**config.mk**
```make
export PLATFORM = sky130hd
export DESIGN_NAME = intel_hex_record_parser_core_flat
export DESIGN_NICKNAME = d
export VERILOG_FILES = /design/src/hw/rtl/ihex_pkg.sv /design/src/hw/rtl/ihex_char_if.sv /design/src/hw/rtl/ihex_rec_if.sv /design/src/hw/rtl/intel_hex_record_parser_core.sv /design/src/hw/rtl/ihex_step.sv /design/src/flat_wrapper.sv
export SDC_FILE = /design/constraint.sdc
export NUM_CORES = 1
export LEC_CHECK = 0
export BUFFER_PORTS_ARGS = -buffer_cell sky130_fd_sc_hd__buf_2
export CAP_MARGIN = 20
export CORE_ASPECT_RATIO = 1.1
export CORE_MARGIN = 5
export CORE_UTILIZATION = 61
export DETAILED_ROUTE_END_ITERATION = 8
export PLACE_DENSITY = 0.81
export SLEW_MARGIN = 20
export SYNTH_ARGS = -nofsm -noshare
export SYNTH_HDL_FRONTEND = slang
export SYNTH_SLANG_ARGS = --single-unit
export TNS_END_PERCENT = 10
```
**constraint.sdc**
```tcl
create_clock -name clk -period 6.6 [get_ports clk]
set_input_delay 0.99 -clock clk [delete_from_list [all_inputs] [get_ports clk]]
set_output_delay 0.99 -clock clk [all_outputs]
set_load 0.005 [all_outputs]
```
**src/hw/rtl/ihex_pkg.sv**
```systemverilog
// Package for the Intel HEX record parser: sizes, status codes, parser state and
// result types, and the hex digit decoder.
// Depends on nothing; used by ihex_step and the top level.
`default_nettype none

package ihex_pkg;

	// Image size in bytes, and the widths that follow from it
	localparam int unsigned IMAGE_DEPTH = 65536;
	localparam int unsigned FILL_W      = $clog2(IMAGE_DEPTH) + 1;
	localparam int unsigned POS_W       = FILL_W + 1;
	localparam int unsigned INDEX_W     = 16;

	// Character codes
	localparam logic [7:0] CHAR_COLON   = 8'h3A;
	localparam logic [7:0] CHAR_NEWLINE = 8'h0A;

	// Record types that get special handling
	localparam logic [7:0] REC_DATA = 8'h00;
	localparam logic [7:0] REC_EOF  = 8'h01;

	// Saturation limit of the per-line byte counter
	localparam logic [8:0] PAIR_MAX = 9'd511;

	// Result kinds
	localparam logic KIND_DATA   = 1'b0;
	localparam logic KIND_STATUS = 1'b1;

	typedef enum logic [2:0] {
		ST_DATA_OK   = 3'd0,
		ST_EOF       = 3'd1,
		ST_OTHER_OK  = 3'd2,
		ST_CHECKSUM  = 3'd3,
		ST_FORMAT    = 3'd4,
		ST_OVERFLOW  = 3'd5
	} rec_status_t;

	// Parser state carried from one character to the next
	typedef struct packed {
		logic [8:0]        pair_index;
		logic [3:0]        high_nibble;
		logic              nibble_phase;
		logic              line_started;
		logic [7:0]        running_sum;
		logic [7:0]        rec_len;
		logic [7:0]        type_byte;
		logic [FILL_W-1:0] fill_position;
		logic [15:0]       line_counter;
		logic              halted;
	} parse_state_t;

	// One result item
	typedef struct packed {
		logic              result_kind;
		logic [7:0]        data_byte;
		logic [INDEX_W-1:0] write_index;
		logic [2:0]        record_status;
		logic [7:0]        line_type;
		logic [15:0]       line_number;
	} rec_result_t;

	// Hex digit decode: valid flag in bit 4, value in bits 3:0
	function automatic logic [4:0] hex_nibble(input logic [7:0] c);
		logic [4:0] r;
		r = 5'd0;
		if (c >= 8'h30 && c <= 8'h39) begin
			r = {1'b1, 4'(c - 8'h30)};
		end else if (c >= 8'h41 && c <= 8'h46) begin
			r = {1'b1, 4'(c - 8'h37)};
		end else if (c >= 8'h61 && c <= 8'h66) begin
			r = {1'b1, 4'(c - 8'h57)};
		end
		return r;
	endfunction

endpackage

`default_nettype wire

```
**src/hw/rtl/ihex_char_if.sv**
```systemverilog
// Character channel of the Intel HEX parser: valid/ready and one ASCII character.
// Depends on nothing.
`default_nettype none

interface ihex_char_if;
	logic       valid;
	logic       ready;
	logic [7:0] char_in;

	modport source (output valid, output char_in, input ready);
	modport sink   (input valid, input char_in, output ready);
endinterface

`default_nettype wire

```
**src/hw/rtl/ihex_rec_if.sv**
```systemverilog
// Result channel of the Intel HEX parser: valid/ready and the result fields.
// Depends on nothing.
`default_nettype none

interface ihex_rec_if;
	logic        valid;
	logic        ready;
	logic        result_kind;
	logic [7:0]  data_byte;
	logic [15:0] write_index;
	logic [2:0]  record_status;
	logic [7:0]  line_type;
	logic [15:0] line_number;

	modport source (output valid, output result_kind, output data_byte, output write_index,
		output record_status, output line_type, output line_number, input ready);
	modport sink   (input valid, input result_kind, input data_byte, input write_index,
		input record_status, input line_type, input line_number, output ready);
endinterface

`default_nettype wire

```
**src/hw/rtl/intel_hex_record_parser_core.sv**
```systemverilog
// Top level of the Intel HEX record parser: input register, step logic, result register.
// Depends on ihex_pkg, ihex_char_if, ihex_rec_if and ihex_step.
`default_nettype none

// Intel HEX record parser. One ASCII character is taken per request on chars; data bytes
// of type-0 records come out on records as soon as they are decoded (result_kind 0), and
// each newline gives one status result (result_kind 1) until the parser stops. A format
// error or a good end-of-file record stops the parser until arst_n is asserted. Throughput
// is one character per clock while the output register does not block: the character is
// registered in the input register, decoded by the step logic and its result registered in
// the output register. The output register blocks the step only while it holds an untaken
// result and the step has a new one; characters that give no result keep flowing.
module intel_hex_record_parser_core
	import ihex_pkg::*;
(
	input  wire logic        clk,
	input  wire logic        arst_n,
	ihex_char_if.sink        chars,
	ihex_rec_if.source       records
);

	logic         valid_s1;
	logic [7:0]   char_s1;
	parse_state_t state_q;
	parse_state_t state_nxt;
	logic         res_valid;
	rec_result_t  res;
	logic         out_valid_q;
	rec_result_t  out_q;
	logic         advance;

	ihex_step u_step (
		.char_in   (char_s1),
		.cur       (state_q),
		.nxt       (state_nxt),
		.res_valid (res_valid),
		.res       (res)
	);

	// stage 1 moves on unless its result has nowhere to go
	assign advance      = valid_s1 && (!res_valid || !out_valid_q || records.ready);
	assign chars.ready  = !valid_s1 || advance;

	// input register
	always_ff @(posedge clk or negedge arst_n) begin
		if (!arst_n) begin
			valid_s1 <= 1'b0;
		end else if (chars.ready) begin
			valid_s1 <= chars.valid;
		end
	end

	always_ff @(posedge clk) begin
		if (chars.ready && chars.valid) begin
			char_s1 <= chars.char_in;
		end
	end

	// parser state
	always_ff @(posedge clk or negedge arst_n) begin
		if (!arst_n) begin
			state_q <= '0;
		end else if (advance) begin
			state_q <= state_nxt;
		end
	end

	// result register
	always_ff @(posedge clk or negedge arst_n) begin
		if (!arst_n) begin
			out_valid_q <= 1'b0;
		end else if (advance && res_valid) begin
			out_valid_q <= 1'b1;
		end else if (records.ready) begin
			out_valid_q <= 1'b0;
		end
	end

	always_ff @(posedge clk) begin
		if (advance && res_valid) begin
			out_q <= res;
		end
	end

	assign records.valid         = out_valid_q;
	assign records.result_kind   = out_q.result_kind;
	assign records.data_byte     = out_q.data_byte;
	assign records.write_index   = out_q.write_index;
	assign records.record_status = out_q.record_status;
	assign records.line_type     = out_q.line_type;
	assign records.line_number   = out_q.line_number;

endmodule

`default_nettype wire

```
**src/hw/rtl/ihex_step.sv**
```systemverilog
// One-character step of the Intel HEX parser: next state and optional result.
// Depends on ihex_pkg.
`default_nettype none

module ihex_step
	import ihex_pkg::*;
(
	input  wire logic [7:0]   char_in,
	input  wire parse_state_t cur,
	output parse_state_t      nxt,
	output logic              res_valid,
	output rec_result_t       res
);

	logic [4:0]       nib;
	logic [7:0]       byte_val;
	logic [8:0]       offset;
	logic [POS_W-1:0] pos;
	logic [POS_W-1:0] fill_end;
	logic             bad_len;

	always_comb begin
		nib      = hex_nibble(char_in);
		byte_val = {cur.high_nibble, nib[3:0]};
		offset   = cur.pair_index - 9'd4;
		pos      = POS_W'(cur.fill_position) + POS_W'(offset);
		fill_end = POS_W'(cur.fill_position) + POS_W'(cur.rec_len);
		bad_len  = cur.nibble_phase || (cur.pair_index < 9'd5)
			|| (cur.pair_index != ({1'b0, cur.rec_len} + 9'd5));

		nxt       = cur;
		res_valid = 1'b0;
		res       = '0;
		res.line_number = cur.line_counter;

		if (cur.halted) begin
			// ignore everything until reset
		end else if (!cur.line_started) begin
			// first character of a line: new line, must be ':'
			nxt.line_counter = cur.line_counter + 16'd1;
			nxt.pair_index   = '0;
			nxt.high_nibble  = '0;
			nxt.nibble_phase = 1'b0;
			nxt.running_sum  = '0;
			nxt.rec_len      = '0;
			nxt.type_byte    = '0;
			res.line_number  = nxt.line_counter;
			if (char_in != CHAR_COLON) begin
				nxt.halted        = 1'b1;
				res_valid         = 1'b1;
				res.result_kind   = KIND_STATUS;
				res.record_status = ST_FORMAT;
			end else begin
				nxt.line_started = 1'b1;
			end
		end else if (char_in == CHAR_NEWLINE) begin
			// end of line: length, checksum and type checks
			nxt.line_started = 1'b0;
			res_valid        = 1'b1;
			res.result_kind  = KIND_STATUS;
			res.line_type    = cur.type_byte;
			if (bad_len) begin
				nxt.halted        = 1'b1;
				res.record_status = ST_FORMAT;
			end else if (cur.running_sum != 8'd0) begin
				res.record_status = ST_CHECKSUM;
			end else if (cur.type_byte == REC_DATA) begin
				if (fill_end > POS_W'(IMAGE_DEPTH)) begin
					res.record_status = ST_OVERFLOW;
				end else begin
					nxt.fill_position = fill_end[FILL_W-1:0];
					res.record_status = ST_DATA_OK;
				end
			end else if (cur.type_byte == REC_EOF) begin
				nxt.halted        = 1'b1;
				res.record_status = ST_EOF;
			end else begin
				res.record_status = ST_OTHER_OK;
			end
		end else if (!nib[4]) begin
			// non-hex character inside a line
			nxt.halted        = 1'b1;
			nxt.line_started  = 1'b0;
			res_valid         = 1'b1;
			res.result_kind   = KIND_STATUS;
			res.record_status = ST_FORMAT;
			res.line_type     = cur.type_byte;
		end else if (!cur.nibble_phase) begin
			nxt.high_nibble  = nib[3:0];
			nxt.nibble_phase = 1'b1;
		end else begin
			// second digit completes a byte
			nxt.nibble_phase = 1'b0;
			nxt.running_sum  = cur.running_sum + byte_val;
			if (cur.pair_index == 9'd0) begin
				nxt.rec_len = byte_val;
			end else if (cur.pair_index == 9'd3) begin
				nxt.type_byte = byte_val;
			end else if (cur.pair_index >= 9'd4 && cur.type_byte == REC_DATA
				&& offset < {1'b0, cur.rec_len}
				&& pos < POS_W'(IMAGE_DEPTH)) begin
				res_valid       = 1'b1;
				res.result_kind = KIND_DATA;
				res.data_byte   = byte_val;
				res.write_index = pos[INDEX_W-1:0];
			end
			if (cur.pair_index < PAIR_MAX) begin
				nxt.pair_index = cur.pair_index + 9'd1;
			end
		end
	end

endmodule

`default_nettype wire
```
**src/flat_wrapper.sv**
```systemverilog
// flat-port wrapper written by rule: the top's interface ports become plain ports
module intel_hex_record_parser_core_flat import ihex_pkg::*;
  (clk, arst_n, chars_valid, chars_char_in, chars_ready, records_valid, records_result_kind, records_data_byte, records_write_index, records_record_status, records_line_type, records_line_number, records_ready);
  ihex_char_if chars_i ();
  ihex_rec_if records_i ();
  input  wire logic clk;
  input  wire logic arst_n;
  input wire logic [$bits(chars_i.valid)-1:0] chars_valid;
  input wire logic [$bits(chars_i.char_in)-1:0] chars_char_in;
  output wire logic [$bits(chars_i.ready)-1:0] chars_ready;
  output wire logic [$bits(records_i.valid)-1:0] records_valid;
  output wire logic [$bits(records_i.result_kind)-1:0] records_result_kind;
  output wire logic [$bits(records_i.data_byte)-1:0] records_data_byte;
  output wire logic [$bits(records_i.write_index)-1:0] records_write_index;
  output wire logic [$bits(records_i.record_status)-1:0] records_record_status;
  output wire logic [$bits(records_i.line_type)-1:0] records_line_type;
  output wire logic [$bits(records_i.line_number)-1:0] records_line_number;
  input wire logic [$bits(records_i.ready)-1:0] records_ready;
  assign chars_i.valid = chars_valid;
  assign chars_i.char_in = chars_char_in;
  assign chars_ready = chars_i.ready;
  assign records_valid = records_i.valid;
  assign records_result_kind = records_i.result_kind;
  assign records_data_byte = records_i.data_byte;
  assign records_write_index = records_i.write_index;
  assign records_record_status = records_i.record_status;
  assign records_line_type = records_i.line_type;
  assign records_line_number = records_i.line_number;
  assign records_i.ready = records_ready;
  intel_hex_record_parser_core u_core (.clk(clk), .arst_n(arst_n), .chars(chars_i), .records(records_i));
endmodule
```
==> flow_summary.yaml <==
outcome:
  status: "complete, no violations"
power_and_ir_drop:
  power_leakage_nw: 4.08
  p_per_area_mw_per_mm2: 212
  finalPower_mw: 1.94
  ir_drop_mv: 0.172
clocking:
  post_cts.repair.setup_buffers: 0
  clockRootBuffer: "clkbuf_16"
  cts_resized: 0
  numCtsBuffers: 17
  cts_max_path_buffers: 2
  clk_pin_slew_ns: 0.06
  clock-sinks: 135
  ctsHoldBuffers: 0
  cts_tree: "built"
  cts-htree-levels: 4
  clock_latency_ns: 0.43
placed_design:
  gp_congestion: 0.941
  dp.final_hpwl_mm: 14.1
  dp.cells: 1014
  port_buffers: 65
  dp_slack_ns: 2.11
die:
  die_h_um: 131
  core_mm2: 0.0132
  die_width_um: 120
  start_util: 0.617
  rows: 44
  dieArea_mm2: 0.0157
  ios: 66
yosys:
  synth_area_mm2: 0.00812
  synth_most_common_cell: "nand2_1"
  synth_top_cell_by_area: "dfrtp_1"
  synth-main-ff-cell: "dfrtp_1"
  syn_inst: 821
  synth-edff-count: 60
  synth_top_family_by_area: "simple AND/OR/NAND/NOR gates"
  synth_fp_nets: 882
  synthDominantCellAreaShare: 0.231
  synth_fa_ha_area_frac: 0.0782
  seq_area_frac_synth: 0.453
  syn_avg_cell_area_um2: 9.90
  yosys_warnings: 0
  ys_top_cells_by_count: "nand2_1, dfrtp_1, nor2_1"
  synth_cell_types: 73
  ys_ff_latch: 135
  synth_xor_area_frac: 0.0862
  synth-simple-area-share: 0.181
  synth_compound_area_frac: 0.143
  async_flop_share: 0.556
  synth.top_cells.by_area: "dfrtp_1, edfxtp_1, ha_1"
  synthMuxAreaShare: 0.0191
flow_run:
  drv_cap: 0
critical_path:
  rr_endpoint: "u_core.records.write_index[10]"
  crit_chain: "inv_1 > ha_1 > inv_1 > ha_1 > inv_1 > o21bai_2 > a2111oi_4 > o31ai_2 > and2_0 > a41o_1 > nand2_1 > a21oi_1 > nand2_1 > buf_2"
  crit_required_ns: 5.61
  cp_max_fo: 9
  crit_top_cell: "inv_1"
  rr_worst_depth: 14
  rrSetupSlack_ns: 2.07
  worstSetupStartpoint: "u_core.state_q[66]"
  arrival_ns: 3.70
  start_kind: "flip-flop"
  r2r-start: "u_core.state_q[66]"
  slowest_delay_ns: 0.50
  end_kind: "output pin"
  critPathKind: "flip-flop to output pin"
  cp-endpoint: "chars_ready"
  crit_slowest_cell: "dfrtp_1"
global_route:
  grt_pass1_vias: 6473
  gr-total-overflow: 0
  grt_pass1_wl_mm: 32.5
  grtUsageTotal: 0.263
  antenna_found_initial: 0
  grt_max_degree: 76
timing:
  slew_headroom: 0.343
  hold_viol_final: 0
  max_slew.worst_pin.slew_ns: 0.985
  worst_slack_ns: 1.91
  setup_tns_ns: 0
  final_max_slew_viol_count: 0
  min_period_over_period: 0.711
  clock_skew_ns: 0.0114
  fmaxAchievable_ghz: 0.213
  setup_viol: 0
  finalWorstPathRequiredPeriod_ns: 4.69
  rsz0062_at_grt: "false"
detailed_routing:
  drtPass1Iterations: 6
  viasPerCell: 6.10
  final_antenna_net_count: 0
  routed_wl_mm: 19.6
  drc_errors: 0
  drt_iter0_markers: 521
  wl_per_cell_um: 18.7
  vias: 6382
cells_and_area:
  final_util: 0.693
  stdcell_count: 1046
  antennaDiodeCount: 0
  layout.area.seq_mm2: 0.00368
  drive_gt1_frac: 0.141
  areaGrowthSynthToFinish_pct: 12.3
  nets: 933
  multi_input_area_mm2: 0.00413
  fill_cells: 994
worst_hold_path:
  hp-class: "flip-flop to flip-flop"
[report_power, final]
group	switching (mW)	internal (mW)
Combinational	0.0480	0.0314
Sequential	0.0133	0.886
Clock	0.375	0.583
[per-stage QoR]
stage	hold WS, ns	cell area [um2]
2_1_floorplan	0.455	8120
3_3_place_gp	0.477	8520
3_5_place_dp	0.492	8520
4_1_cts	0.500	9120
5_1_grt	0.502	9120
6_report	0.500	9120
[final cells by class]
| type | count | area share |
|---|---|---|
| Clock inverter | 13 | 0.0159 |
| Sequential cell | 135 | 0.403 |
| Multi-Input combinational cell | 608 | 0.453 |
| Timing Repair Buffer | 68 | 0.0388 |
| Tap cell | 161 | 0.0221 |
| Inverter | 42 | 0.0173 |
| Clock buffer | 19 | 0.0498 |
[registers in the layout, indices dropped and copies added (netlist names), 3 cells and up]
register                      count
u_core.records.record_status      3
u_core.records.line_type          8
u_core.records.data_byte          8
u_core.records.line_number       16
u_core.records.write_index       16
u_core.char_s1                    8
u_core.state_q                   73
[layout by cell type (no fill, tap or decap), types with 13 or more instances in the layout]
cell type,n
buf_2,64
clkbuf_16,18
o21ai_0,55
xnor2_1,33
xor2_1,47
nor3_1,24
inv_1,41
dfrtp_1,75
nand3_1,25
nand2_1,86
edfxtp_1,60
a21oi_1,32
ha_1,46
and2_1,13
o31ai_1,13
nor2_1,70
[worst max-delay path: cells and delay by family, from the launching register on]
| kind | cells | cell delay [ns] |
|---|---|---|
| AO/OA/AOI/OAI | 5 | 1.28 |
| adder cells (fa/ha/maj) | 2 | 0.58 |
| flip-flops | 1 | 0.50 |
| buffers and inverters | 4 | 0.49 |
| AND/OR/NAND/NOR | 3 | 0.42 |
[logic make-up (layout without fill, tap and decap cells)]
group           Yosys count  in the layout
fa+ha+maj                49             49
buf+inv                  78            142
mux                      13             13
flops                   135            135
simple gates            294            294
xor+xnor                 80             80
compound gates          172            172
[worst min path at each step]
| stage | from | end | slack [ns] | cells after the start |
|---|---|---|---|---|
| global route | u_core.state_q[16] | u_core.state_q[16] | 0.50 | 1 |
| detailed placement | u_core.state_q[16] | u_core.state_q[16] | 0.49 | 1 |
| floorplan | u_core.state_q[35] | u_core.state_q[35] | 0.45 | 2 |
| finish | u_core.state_q[16] | u_core.state_q[16] | 0.50 | 1 |
| CTS | u_core.state_q[16] | u_core.state_q[16] | 0.50 | 1 |
| global placement | u_core.state_q[16] | u_core.state_q[16] | 0.48 | 1 |
[per-layer routing]
layer	vias to the layer above	global-route usage	share of wire
met5	-	0	0
met3	52	0.0577	0.061
met4	0	0.115	0.029
met1	3086	0.328	0.41
li1	3020	-	-
met2	224	0.444	0.50
No activity file was read; power rests on OpenSTA's default activity.
